===== src/rtl/host_liveness_wake_guard_core_assert.svh =====
// Assertion macros for the host liveness wake guard.
// Included by the modules that check their own logic; expects a clk and an arst_n in scope.
`ifndef HOST_LIVENESS_WAKE_GUARD_CORE_ASSERT_SVH
`define HOST_LIVENESS_WAKE_GUARD_CORE_ASSERT_SVH

// Checked on every rising edge outside of reset.
`define HLWG_ASSERT(lbl, prop, msg) \
	lbl: assert property (@(posedge clk) disable iff (!arst_n) (prop)) else $error(msg);

// Checked on every rising edge, reset included.
`define HLWG_ASSERT_ALWAYS(lbl, prop, msg) \
	lbl: assert property (@(posedge clk) (prop)) else $error(msg);

`endif


===== src/rtl/hlwg_pkg.sv =====
// Shared types and constants of the host liveness wake guard.
// Used by hlwg_cfg and host_liveness_wake_guard_core; depends on nothing.
package hlwg_pkg;

	localparam int TIME_BITS_DEF = 48;
	localparam int FIELD_TIME_W  = 48;
	localparam int CMD_W         = 3;
	localparam int STATE_W       = 3;
	localparam int ATT_W         = 16;
	localparam int WCNT_W        = 32;
	localparam int MIN_W         = 10;
	localparam int MAXATT_W      = 8;
	localparam int SNZ_W         = 16;
	localparam int SPAN_W        = 26;
	localparam int ADD_W         = 32;
	localparam int APB_ADDR_W    = 4;
	localparam int APB_DATA_W    = 32;
	localparam int IN_DATA_W     = 72;
	localparam int OUT_DATA_W    = 104;
	localparam int REG_IDX_W     = 2;

	localparam logic [15:0] MS_PER_MIN = 16'd60000;

	localparam logic [MIN_W-1:0]    GRACE_RESET  = 10'd5;
	localparam logic [MIN_W-1:0]    RETRY_RESET  = 10'd5;
	localparam logic [MAXATT_W-1:0] MAXATT_RESET = 8'd3;

	// Register indexes, taken from paddr[3:2].
	localparam logic [REG_IDX_W-1:0] REG_GRACE  = 2'd0;
	localparam logic [REG_IDX_W-1:0] REG_RETRY  = 2'd1;
	localparam logic [REG_IDX_W-1:0] REG_MAXATT = 2'd2;

	localparam logic [CMD_W-1:0] CMD_CHECK  = 3'd0;
	localparam logic [CMD_W-1:0] CMD_SNOOZE = 3'd1;
	localparam logic [CMD_W-1:0] CMD_MANUAL = 3'd2;
	localparam logic [CMD_W-1:0] CMD_TOGGLE = 3'd3;
	localparam logic [CMD_W-1:0] CMD_APPLY  = 3'd4;

	localparam logic [STATE_W-1:0] ST_DISABLED = 3'd0;
	localparam logic [STATE_W-1:0] ST_WATCHING = 3'd1;
	localparam logic [STATE_W-1:0] ST_MISSING  = 3'd2;
	localparam logic [STATE_W-1:0] ST_WAKING   = 3'd3;
	localparam logic [STATE_W-1:0] ST_GAVE_UP  = 3'd4;
	localparam logic [STATE_W-1:0] ST_SNOOZING = 3'd5;

	// Settings as the decision logic needs them: spans already in milliseconds.
	typedef struct packed {
		logic [SPAN_W-1:0]   grace_span;
		logic [SPAN_W-1:0]   retry_span;
		logic [MAXATT_W-1:0] max_att;
	} cfg_t;

endpackage


===== src/rtl/host_liveness_wake_guard_core.sv =====
// Host liveness wake guard: takes one event per cycle and returns one status transfer per event.
// An event is held in an input register, decided against the guard state by one level of
// compare logic, and its status lands in a result register that also holds the new state.
// One event is accepted every cycle while the result side takes transfers, and the input side
// stalls only when both registers are full. Settings are written through the APB-style port;
// the user must write them only while no event is in flight, which the block does not enforce.
// Grace and retry spans are converted to milliseconds at write time.
module host_liveness_wake_guard_core #(
	parameter int TIME_BITS = hlwg_pkg::TIME_BITS_DEF
) (
	input  logic                             clk,
	input  logic                             arst_n,
	// tuser: command[2:0]
	input  logic [hlwg_pkg::CMD_W-1:0]       s_axis_tuser,
	// tdata: now_ms[47:0], link_up[48], ping_ok[49], snooze_minutes[65:50], enable_flag[66]
	input  logic [hlwg_pkg::IN_DATA_W-1:0]   s_axis_tdata,
	input  logic                             s_axis_tvalid,
	output logic                             s_axis_tready,
	// tdata: guard_state[2:0], wake_request[3], series_attempts[19:4], wake_total[51:20],
	// host_up[52], seen_time_ms[100:53], seen_ever[101]
	output logic [hlwg_pkg::OUT_DATA_W-1:0]  m_axis_tdata,
	output logic                             m_axis_tvalid,
	input  logic                             m_axis_tready,
	input  logic                             psel,
	input  logic                             penable,
	input  logic                             pwrite,
	input  logic [hlwg_pkg::APB_ADDR_W-1:0]  paddr,
	input  logic [hlwg_pkg::APB_DATA_W-1:0]  pwdata,
	output logic [hlwg_pkg::APB_DATA_W-1:0]  prdata,
	output logic                             pready
);
	import hlwg_pkg::*;

	// Time is kept modulo 2^TIME_BITS, never wider than the field.
	localparam int TW = (TIME_BITS < FIELD_TIME_W) ? TIME_BITS : FIELD_TIME_W;

	cfg_t cfg;

	hlwg_cfg u_cfg (
		.clk     (clk),
		.arst_n  (arst_n),
		.psel    (psel),
		.penable (penable),
		.pwrite  (pwrite),
		.paddr   (paddr),
		.pwdata  (pwdata),
		.prdata  (prdata),
		.pready  (pready),
		.cfg     (cfg)
	);

	// Input register.
	logic              valid_s1;
	logic [CMD_W-1:0]  cmd_s1;
	logic [TW-1:0]     now_s1;
	logic              link_s1;
	logic              ping_s1;
	logic [SNZ_W-1:0]  snz_s1;
	logic              en_s1;

	// Guard state.
	logic               guard_on_q;
	logic [STATE_W-1:0] mode_q;
	logic [TW-1:0]      silent_since_q;
	logic               silent_valid_q;
	logic [TW-1:0]      last_wake_q;
	logic               wake_valid_q;
	logic [TW-1:0]      snooze_end_q;
	logic [ATT_W-1:0]   attempt_q;
	logic [WCNT_W-1:0]  wake_cnt_q;
	logic               alive_q;
	logic [TW-1:0]      seen_stamp_q;
	logic               seen_valid_q;

	logic               n_guard_on;
	logic [STATE_W-1:0] n_mode;
	logic [TW-1:0]      n_silent_since;
	logic               n_silent_valid;
	logic [TW-1:0]      n_last_wake;
	logic               n_wake_valid;
	logic [TW-1:0]      n_snooze_end;
	logic [ATT_W-1:0]   n_attempt;
	logic [WCNT_W-1:0]  n_wake_cnt;
	logic               n_alive;
	logic [TW-1:0]      n_seen_stamp;
	logic               n_seen_valid;
	logic               pulse;

	logic [TW-1:0]      start_g;
	logic               in_grace;
	logic               in_retry;
	logic               exhausted;
	logic               snooze_on;
	logic [ADD_W-1:0]   snz_add;
	logic [TW:0]        snz_sum;

	logic                  m_valid_q;
	logic [OUT_DATA_W-1:0] m_data_q;
	logic                  adv;
	logic                  take;

	assign adv           = !m_valid_q || m_axis_tready;
	assign s_axis_tready = !valid_s1 || adv;
	assign take          = valid_s1 && adv;

	always_ff @(posedge clk or negedge arst_n) begin
		if (!arst_n) begin
			valid_s1 <= 1'b0;
		end else if (s_axis_tready) begin
			valid_s1 <= s_axis_tvalid;
		end
	end

	always_ff @(posedge clk) begin
		if (s_axis_tready && s_axis_tvalid) begin
			cmd_s1  <= s_axis_tuser;
			now_s1  <= s_axis_tdata[TW-1:0];
			link_s1 <= s_axis_tdata[48];
			ping_s1 <= s_axis_tdata[49];
			snz_s1  <= s_axis_tdata[65:50];
			en_s1   <= s_axis_tdata[66];
		end
	end

	// A silent host with no missing mark starts it at this event, so its grace starts now.
	assign start_g   = silent_valid_q ? silent_since_q : now_s1;
	assign in_grace  = (now_s1 < start_g) || ((now_s1 - start_g) < TW'(cfg.grace_span));
	assign in_retry  = wake_valid_q &&
		((now_s1 < last_wake_q) || ((now_s1 - last_wake_q) < TW'(cfg.retry_span)));
	assign exhausted = (cfg.max_att != '0) && (attempt_q >= ATT_W'(cfg.max_att));
	assign snooze_on = snooze_end_q > now_s1;
	assign snz_add   = ADD_W'(snz_s1) * ADD_W'(MS_PER_MIN);
	// A carry out of the time width means the snooze end saturates at the largest time.
	assign snz_sum   = {1'b0, now_s1} + (TW+1)'(snz_add);

	always_comb begin
		n_guard_on     = guard_on_q;
		n_mode         = mode_q;
		n_silent_since = silent_since_q;
		n_silent_valid = silent_valid_q;
		n_last_wake    = last_wake_q;
		n_wake_valid   = wake_valid_q;
		n_snooze_end   = snooze_end_q;
		n_attempt      = attempt_q;
		n_wake_cnt     = wake_cnt_q;
		n_alive        = alive_q;
		n_seen_stamp   = seen_stamp_q;
		n_seen_valid   = seen_valid_q;
		pulse          = 1'b0;
		case (cmd_s1)
			CMD_CHECK: begin
				if (!guard_on_q) begin
					n_mode         = ST_DISABLED;
					n_silent_since = '0;
					n_silent_valid = 1'b0;
				end else if (link_s1) begin
					n_alive = ping_s1;
					if (ping_s1) begin
						n_seen_stamp   = now_s1;
						n_seen_valid   = 1'b1;
						n_attempt      = '0;
						n_silent_since = '0;
						n_silent_valid = 1'b0;
						n_mode         = ST_WATCHING;
					end else if (snooze_on) begin
						n_mode = ST_SNOOZING;
					end else begin
						n_silent_since = start_g;
						n_silent_valid = 1'b1;
						if (exhausted) begin
							n_mode = ST_GAVE_UP;
						end else if (in_grace) begin
							n_mode = ST_MISSING;
						end else if (in_retry) begin
							n_mode = ST_WAKING;
						end else begin
							n_attempt    = attempt_q + 1'b1;
							n_wake_cnt   = wake_cnt_q + 1'b1;
							n_last_wake  = now_s1;
							n_wake_valid = 1'b1;
							n_mode       = ST_WAKING;
							pulse        = 1'b1;
						end
					end
				end
			end
			CMD_SNOOZE: begin
				if (snz_s1 == '0) begin
					n_snooze_end = '0;
				end else begin
					n_snooze_end = snz_sum[TW] ? '1 : snz_sum[TW-1:0];
					n_attempt    = '0;
				end
			end
			CMD_MANUAL: begin
				n_wake_cnt = wake_cnt_q + 1'b1;
				pulse      = 1'b1;
			end
			CMD_TOGGLE: begin
				n_guard_on = !guard_on_q;
				n_attempt  = '0;
				n_mode     = guard_on_q ? ST_DISABLED : ST_WATCHING;
			end
			CMD_APPLY: begin
				n_guard_on = en_s1;
				n_attempt  = '0;
				n_mode     = en_s1 ? ST_WATCHING : ST_DISABLED;
			end
			default: begin
			end
		endcase
	end

	always_ff @(posedge clk or negedge arst_n) begin
		if (!arst_n) begin
			guard_on_q     <= 1'b0;
			mode_q         <= ST_DISABLED;
			silent_since_q <= '0;
			silent_valid_q <= 1'b0;
			last_wake_q    <= '0;
			wake_valid_q   <= 1'b0;
			snooze_end_q   <= '0;
			attempt_q      <= '0;
			wake_cnt_q     <= '0;
			alive_q        <= 1'b0;
			seen_stamp_q   <= '0;
			seen_valid_q   <= 1'b0;
		end else if (take) begin
			guard_on_q     <= n_guard_on;
			mode_q         <= n_mode;
			silent_since_q <= n_silent_since;
			silent_valid_q <= n_silent_valid;
			last_wake_q    <= n_last_wake;
			wake_valid_q   <= n_wake_valid;
			snooze_end_q   <= n_snooze_end;
			attempt_q      <= n_attempt;
			wake_cnt_q     <= n_wake_cnt;
			alive_q        <= n_alive;
			seen_stamp_q   <= n_seen_stamp;
			seen_valid_q   <= n_seen_valid;
		end
	end

	// Result register.
	always_ff @(posedge clk or negedge arst_n) begin
		if (!arst_n) begin
			m_valid_q <= 1'b0;
		end else if (adv) begin
			m_valid_q <= valid_s1;
		end
	end

	always_ff @(posedge clk) begin
		if (take) begin
			m_data_q <= {2'b00,
				n_seen_valid,
				n_seen_valid ? FIELD_TIME_W'(n_seen_stamp) : {FIELD_TIME_W{1'b0}},
				n_alive,
				n_wake_cnt,
				n_attempt,
				pulse,
				n_mode};
		end
	end

	assign m_axis_tvalid = m_valid_q;
	assign m_axis_tdata  = m_data_q;

	`include "host_liveness_wake_guard_core_assert.svh"

	`HLWG_ASSERT_ALWAYS(a_no_result_in_reset, !arst_n |=> !m_axis_tvalid, "result valid after reset")
	`HLWG_ASSERT(a_mode_matches_enable, (mode_q == ST_DISABLED) == !guard_on_q, "mode and enable disagree")
	`HLWG_ASSERT(a_stall_blocks_input, (valid_s1 && !adv) |-> !s_axis_tready, "input taken while full")
	`HLWG_ASSERT(a_pulse_counts, (take && pulse) |=> (wake_cnt_q == $past(wake_cnt_q) + 1'b1), "wake pulse not counted")
	`HLWG_ASSERT(a_unseen_time_zero, (m_axis_tvalid && !m_axis_tdata[101]) |-> (m_axis_tdata[100:53] == '0), "seen time without seen flag")

endmodule


===== src/rtl/hlwg_cfg.sv =====
// Configuration registers of the host liveness wake guard behind an APB-style port.
// Depends on hlwg_pkg; keeps the spans converted to milliseconds next to the raw minutes.
module hlwg_cfg (
	input  logic                             clk,
	input  logic                             arst_n,
	input  logic                             psel,
	input  logic                             penable,
	input  logic                             pwrite,
	input  logic [hlwg_pkg::APB_ADDR_W-1:0]  paddr,
	input  logic [hlwg_pkg::APB_DATA_W-1:0]  pwdata,
	output logic [hlwg_pkg::APB_DATA_W-1:0]  prdata,
	output logic                             pready,
	output hlwg_pkg::cfg_t                   cfg
);
	import hlwg_pkg::*;

	logic [MIN_W-1:0]     grace_min_q;
	logic [MIN_W-1:0]     retry_min_q;
	logic [MAXATT_W-1:0]  max_att_q;
	logic [SPAN_W-1:0]    grace_span_q;
	logic [SPAN_W-1:0]    retry_span_q;
	logic [REG_IDX_W-1:0] idx;
	logic                 wr;
	logic [SPAN_W-1:0]    wr_ms;

	assign pready = 1'b1;
	assign idx    = paddr[3:2];
	assign wr     = psel && penable && pwrite && pready;
	assign wr_ms  = SPAN_W'(pwdata[MIN_W-1:0]) * SPAN_W'(MS_PER_MIN);

	always_ff @(posedge clk or negedge arst_n) begin
		if (!arst_n) begin
			grace_min_q  <= GRACE_RESET;
			retry_min_q  <= RETRY_RESET;
			max_att_q    <= MAXATT_RESET;
			grace_span_q <= SPAN_W'(GRACE_RESET) * SPAN_W'(MS_PER_MIN);
			retry_span_q <= SPAN_W'(RETRY_RESET) * SPAN_W'(MS_PER_MIN);
		end else if (wr) begin
			case (idx)
				REG_GRACE: begin
					grace_min_q  <= pwdata[MIN_W-1:0];
					grace_span_q <= wr_ms;
				end
				REG_RETRY: begin
					retry_min_q  <= pwdata[MIN_W-1:0];
					retry_span_q <= wr_ms;
				end
				REG_MAXATT: begin
					max_att_q <= pwdata[MAXATT_W-1:0];
				end
				default: begin
				end
			endcase
		end
	end

	always_comb begin
		case (idx)
			REG_GRACE:  prdata = APB_DATA_W'(grace_min_q);
			REG_RETRY:  prdata = APB_DATA_W'(retry_min_q);
			REG_MAXATT: prdata = APB_DATA_W'(max_att_q);
			default:    prdata = '0;
		endcase
	end

	assign cfg.grace_span = grace_span_q;
	assign cfg.retry_span = retry_span_q;
	assign cfg.max_att    = max_att_q;

endmodule

===== config.mk =====
export PLATFORM = sky130hd
export DESIGN_NAME = host_liveness_wake_guard_core
export DESIGN_NICKNAME = d
export VERILOG_FILES = /design/src/rtl/hlwg_pkg.sv /design/src/rtl/host_liveness_wake_guard_core.sv /design/src/rtl/hlwg_cfg.sv
export VERILOG_INCLUDE_DIRS = /design/src /design/src/rtl
export SDC_FILE = /design/constraint.sdc
export NUM_CORES = 2
export LEC_CHECK = 0
export ABC_AREA = 1
export BUFFER_PORTS_ARGS = -buffer_cell sky130_fd_sc_hd__buf_4
export CAP_MARGIN = 0
export CORE_MARGIN = 3
export CORE_UTILIZATION = 55
export CTS_BUF_LIST = sky130_fd_sc_hd__clkbuf_2
export DETAILED_ROUTE_END_ITERATION = 12
export PLACE_DENSITY = 0.73
export SYNTH_ARGS = -nofsm -noshare
export SYNTH_HDL_FRONTEND = slang
export SYNTH_HIERARCHICAL = 1
export SYNTH_SLANG_ARGS = --single-unit

===== constraint.sdc =====
create_clock -name clk -period 13.6 [get_ports clk]
set_input_delay 2.72 -clock clk [delete_from_list [all_inputs] [get_ports clk]]
set_output_delay 2.72 -clock clk [all_outputs]
set_load 0.005 [all_outputs]

* Yosys cells after proc, flatten, opt, wreduce, memory -nomap -nowiden *
Cells that the tools add are included.

word-level totals
  bits in read-only memories = 0
  bits in registers = 492
  output and inout port bits = 139
  bits of input ports = 118
  memories = 0
  latch bits = 0
  word-level logic and storage cells = 137
  bits in writable memories = 0

operators by class
  divide/modulo/power cells = 0
  reductions and logical operators = 26
  $mul = 2
  add/subtract/negate cells = 5
  equal/unequal tests = 8
  mux-type cells = 58
  shifts and indexed selects = 0
  bitwise gates (word level) = 5
  $lt $le $gt $ge = 6

operator list
  cell                      count
  $mux W48                  11
  $mux W32                  7
  $mux W16                  8
  $lt A48 B26 Y1            2
  $lt A48 B48 Y1            2
  $sub A48 B48 Y48          2
  $pmux W32 S2              1
  $add A48 B32 Y49          1
  $gt A48 B48 Y1            1
  $pmux W16 S3              1
  $add A32 B1 Y32 const B   1
  $pmux W10 S3              1
  $mul A16 B11 Y27 const B  1
  $mul A10 B11 Y21 const B  1
  $mux W1                   21
  $add A16 B1 Y16 const B   1
  $ge A16 B8 Y1             1
  $logic_not A16 Y1         1
  $mux W3                   5
  $reduce_and A2 Y1         5
  $pmux W3 S3               1
  $reduce_and A9 Y1         1
  $reduce_bool A8 Y1        1
  $eq A3 B2 Y1 const B      2
  other kinds (16)          31

* Depth between registers and ports, before layout *
  depth in word-level cells = 12
  depth in mapped cells = 38
  mapped depth without buffers = 37

* Hierarchy *
The synthesis kept the hierarchy.

by module, submodules not included
  module                         area an instance (um^2)  instances  seq. area each (um^2)  cells each
  host_liveness_wake_guard_core  33811.2                  1          11421.0                4652
  hlwg_cfg                       5642.9                   1          1726.7                 688

* Least setup slack after synthesis *
No wires, ideal clock.

  path type = register to register
  start = reg snz_s1[1]
  end = reg snooze_end_q[46]
  required time = 13.479 ns
  clock period less this slack = 7.182 ns
  setup time = 0.121 ns
  stages on the path, launching flop included = 34
  arrival = 7.061 ns
  path buffers = 0
  slack = 6.418 ns
  cell sequence = edfxtp_1 -> fa_1 -> fa_1 -> fa_1 -> inv_1 -> fa_1 -> fa_1 -> inv_1 -> ha_1 -> a21oi_1 -> o21a_1 -> nand2_1 -> nand2_1 -> nand2_1 -> a21oi_1 -> o21ai_0 -> a21boi_0 -> o21ai_0 -> a21boi_0 -> o21ai_0 -> xor2_1 -> ha_1 -> nand2_1 -> inv_1 -> nand3_1 -> nor2_1 -> inv_1 -> o221ai_1 -> a21oi_1 -> o31ai_1 -> nand2_1 -> nor3b_1 -> o21ai_0 -> a22o_1

on the way
  word-level cells in the longest chain between the ends = 4
  elaborated cells between the ends (all ways) = 5
  classes of those cells = add/sub (1); mul (1); mux (2); reduce/logical (1)

RTL lines
  what                      line                                  source
  start: declaration        host_liveness_wake_guard_core.sv:58   logic [SNZ_W-1:0] snz_s1;
  start signal: assignment  host_liveness_wake_guard_core.sv:120  snz_s1 <= s_axis_tdata[65:50];
  $mul A16 B11 Y27          host_liveness_wake_guard_core.sv:132  assign snz_add = ADD_W'(snz_s1) * ADD_W'(MS_PER_MIN);
  $add A48 B32 Y49          host_liveness_wake_guard_core.sv:134  assign snz_sum = {1'b0, now_s1} + (TW+1)'(snz_add);
  $mux W48                  host_liveness_wake_guard_core.sv:191  n_snooze_end = snz_sum[TW] ? '1 : snz_sum[TW-1:0];
  $mux W48 *                host_liveness_wake_guard_core.sv:188  if (snz_s1 == '0) begin
  end signal: assignment    host_liveness_wake_guard_core.sv:235  snooze_end_q <= n_snooze_end;
  end: declaration          host_liveness_wake_guard_core.sv:68   logic [TW-1:0] snooze_end_q;

Every way passes the cells marked *; elsewhere a longest branch is shown, timed or not.
A chain may end at the register's enable or synchronous reset.

* Worst setup path in the final report *
  start = reg snz_s1[0]
  end = reg snooze_end_q[43]

Same word-level chain as after synthesis.

==> flow_summary.ini <==
[clock_tree]
clkLatencyLatePin_ps = 1300
numCtsBuffers = 133
ctsHtreeMaxLevel = 4
cts_tree = built
cts_root_buf = clkbuf_2
clk_pin_slew_worst_paths_ps = 120
clockBufferDepth = 3
hold_buffers = 0
cts_sinks = 490
post_cts_buffers = 0
cts_resized = 0

[global_route]
grt_max_degree = 158
grt_pass1_wl_um = 173000
grt_pass1_vias = 33100
antenna_found_initial = 2
grt.total_usage = 0.293
globalRoute.totalOverflow = 0

[status]
status = completed

[synthesis]
synth-async-reset-ratio = 0.649
synth.distinct_cells = 63
ys_warn_count = 6
synth_top_area_cell = dfrtp_1
synth_area_per_cell_um2 = 7.39
syn_area_um2 = 39500
synth_area_leaders = dfrtp_1 19%, nand2_1 14%, edfxtp_1 13%
synth_edf_count = 172
synth_seq_area_share = 0.333
yosysTopAreaCellShare = 0.189
syn_inst = 5340
synth-seq-cells = 490
yosysMostFrequentCell = nand2_1
synth_commonest_cells = 1486 x nand2_1, 951 x inv_1, 444 x nor2_1, 391 x ha_1, 298 x dfrtp_1
ys.flop_type = dfrtp_1

[detailed_routing]
ant_nets = 0
wirelength_um = 110000
first_iter_violations = 2546
vias = 35100
drt-vias-per-instance = 5.29
avgRoutedWirePerCell_um = 16.6
dr.pass1.iters = 6
drcViolationCount = 0

[worst_setup_path]
crit_required_ps = 14780
slowest_stage = edfxtp_1
critPathMaxStageDelay_ps = 570
crit_top_cell = nand2_1
cp_max_fo = 7
start_kind = register
reg2reg_slack_ps = 5260
path_class = register to register
cp_data_arrival_time_ps = 9510
critPathCaptureType = register

[timing]
post-route-period-util = 0.613
worst_pin_slew_ps = 1190
skew_ps = 161
setup_viol = 0
slew-limit-headroom = 0.206
rsz0062_at_grt = false
fmax_ghz = 0.120
fin_setup_tns_ps = 0
finalWorstSetupSlack_ps = 5260
hold_violations = 0
drv_slew = 0
period_needed_ps = 8340

[final_layout]
fin_area_um2 = 43000
fin_nets = 6192
drive_gt1_frac = 0.100
area_growth_pct = 8.94
seq_area_um2 = 13100
multi_input_area_um2 = 22100
fill_cells = 6683

[die]
ios = 257
rows = 97
die-area_um2 = 75000
fp.dieW_um = 274
die_y_um = 274
coreArea_um2 = 70500
start_util = 0.560

[flow_run]
cap_viol_max_count = 0

[place]
post-place-ws_ps = 5360
dp_hpwl_um = 85700
finalWeightedCongestion = 0.964
place_area_um2 = 41700
port_buffers = 202

[pwr]
vdd_ir_drop_max_v = 0.000283
power_density_nw_per_um2 = 210
leakage_nw = 23.1

[hold_path]
min_path_type = register to register
-- power by group --
group / switching (W) / internal (W) / leakage [nW]
sequential: 0.000223 / 0.00193 / 5.56
clock: 0.000660 / 0.000415 / 0.928
combinational: 0.00362 / 0.00217 / 16.6
-- stage by stage --
step | util | total power [W] | std cells | hold WS [ps]
2_1_floorplan | - | 0.00641 | 5372 | 427
3_3_place_gp | 0.592 | 0.00778 | 6393 | 439
3_5_place_dp | 0.592 | 0.00787 | 6393 | 446
4_1_cts | 0.609 | 0.00899 | 6635 | 466
5_1_grt | 0.610 | 0.00997 | 6637 | 486
6_report | 0.610 | 0.00902 | 6637 | 464
-- path summary, 6_finish.rpt --
kind / startpoint / to / cells after the start
max: snz_s1[0]$_DFFE_PP_ / snooze_end_q[43]$_DFFE_PN0P_ / 34
min reg2reg: seen_valid_q$_DFFE_PN0P_ / seen_valid_q$_DFFE_PN0P_ / 2
max reg2reg: snz_s1[0]$_DFFE_PP_ / snooze_end_q[43]$_DFFE_PN0P_ / 34
min: seen_valid_q$_DFFE_PN0P_ / seen_valid_q$_DFFE_PN0P_ / 2
max in group asynchronous: arst_n / silent_since_q[19]$_DFFE_PN0P_ / 2
min in group asynchronous: arst_n / u_cfg/retry_min_q[6]$_DFFE_PN0P_ / 1
-- worst max-delay path, delay by kind of cell, from the launching register on --
kind                       cells  cell delay, ps
AOI/OAI and AO/OA             10            2270
xor gates and xnor gates       1             140
adders and majority gates      7            3270
buffers and inverters          4             250
DFF                            1             570
and+or+nand+nor               12            1690
-- placed cells by master, fill, tap and decap left out, drive strengths merged, types with 52 or more instances in the layout --
| master | instances |
|---|---|
| a21oi | 298 |
| buf | 225 |
| clkbuf | 197 |
| dfrtp | 298 |
| edfxtp | 172 |
| fa | 95 |
| ha | 391 |
| inv | 974 |
| nand2 | 1498 |
| nand3 | 229 |
| nand4 | 52 |
| nor2 | 459 |
| nor3 | 58 |
| o21ai | 314 |
| o22ai | 55 |
| xor2 | 80 |
-- layer usage --
layer | track usage | routed length (um) | share of wire
met5 | 0 | 0 | 0
met4 | 0.0987 | 3300 | 0.030
met3 | 0.0517 | 7790 | 0.071
met2 | 0.472 | 50100 | 0.45
met1 | 0.401 | 49100 | 0.44
-- layout make-up --
cell class / instances / share of cell area
Multi-Input combinational cell: 3768 / 0.513
Timing Repair Buffer: 225 / 0.0398
Sequential cell: 490 / 0.306
Clock inverter: 45 / 0.00571
Inverter: 970 / 0.0849
Tap cell: 940 / 0.0274
Antenna cell: 2 / 0.000116
Clock buffer: 197 / 0.0229
-- kinds of logic (layout without fill, tap and decap cells) --
| kind of cell | Yosys count | in the layout | synth area share |
|---|---|---|---|
| other | 3 | 37 | 0.000285 |
| buffers and inverters | 1114 | 1437 | 0.111 |
| DFF | 490 | 490 | 0.333 |
| adders and majority gates | 486 | 486 | 0.172 |
| AOI/OAI and AO/OA | 780 | 780 | 0.112 |
| xor gates and xnor gates | 116 | 116 | 0.0258 |
| and+or+nand+nor | 2350 | 2350 | 0.245 |
| muxes | 1 | 1 | 0.000380 |
-- flip-flops by register name, indices dropped and copies added, names as in the netlist, 20 cells and up --
signal / count
last_wake_q: 48
m_axis_tdata: 102
now_s1: 48
seen_stamp_q: 48
silent_since_q: 48
snooze_end_q: 48
u_cfg/grace_span_q: 20
u_cfg/retry_span_q: 20
wake_cnt_q: 32
(Power assumes the default switching activity.)
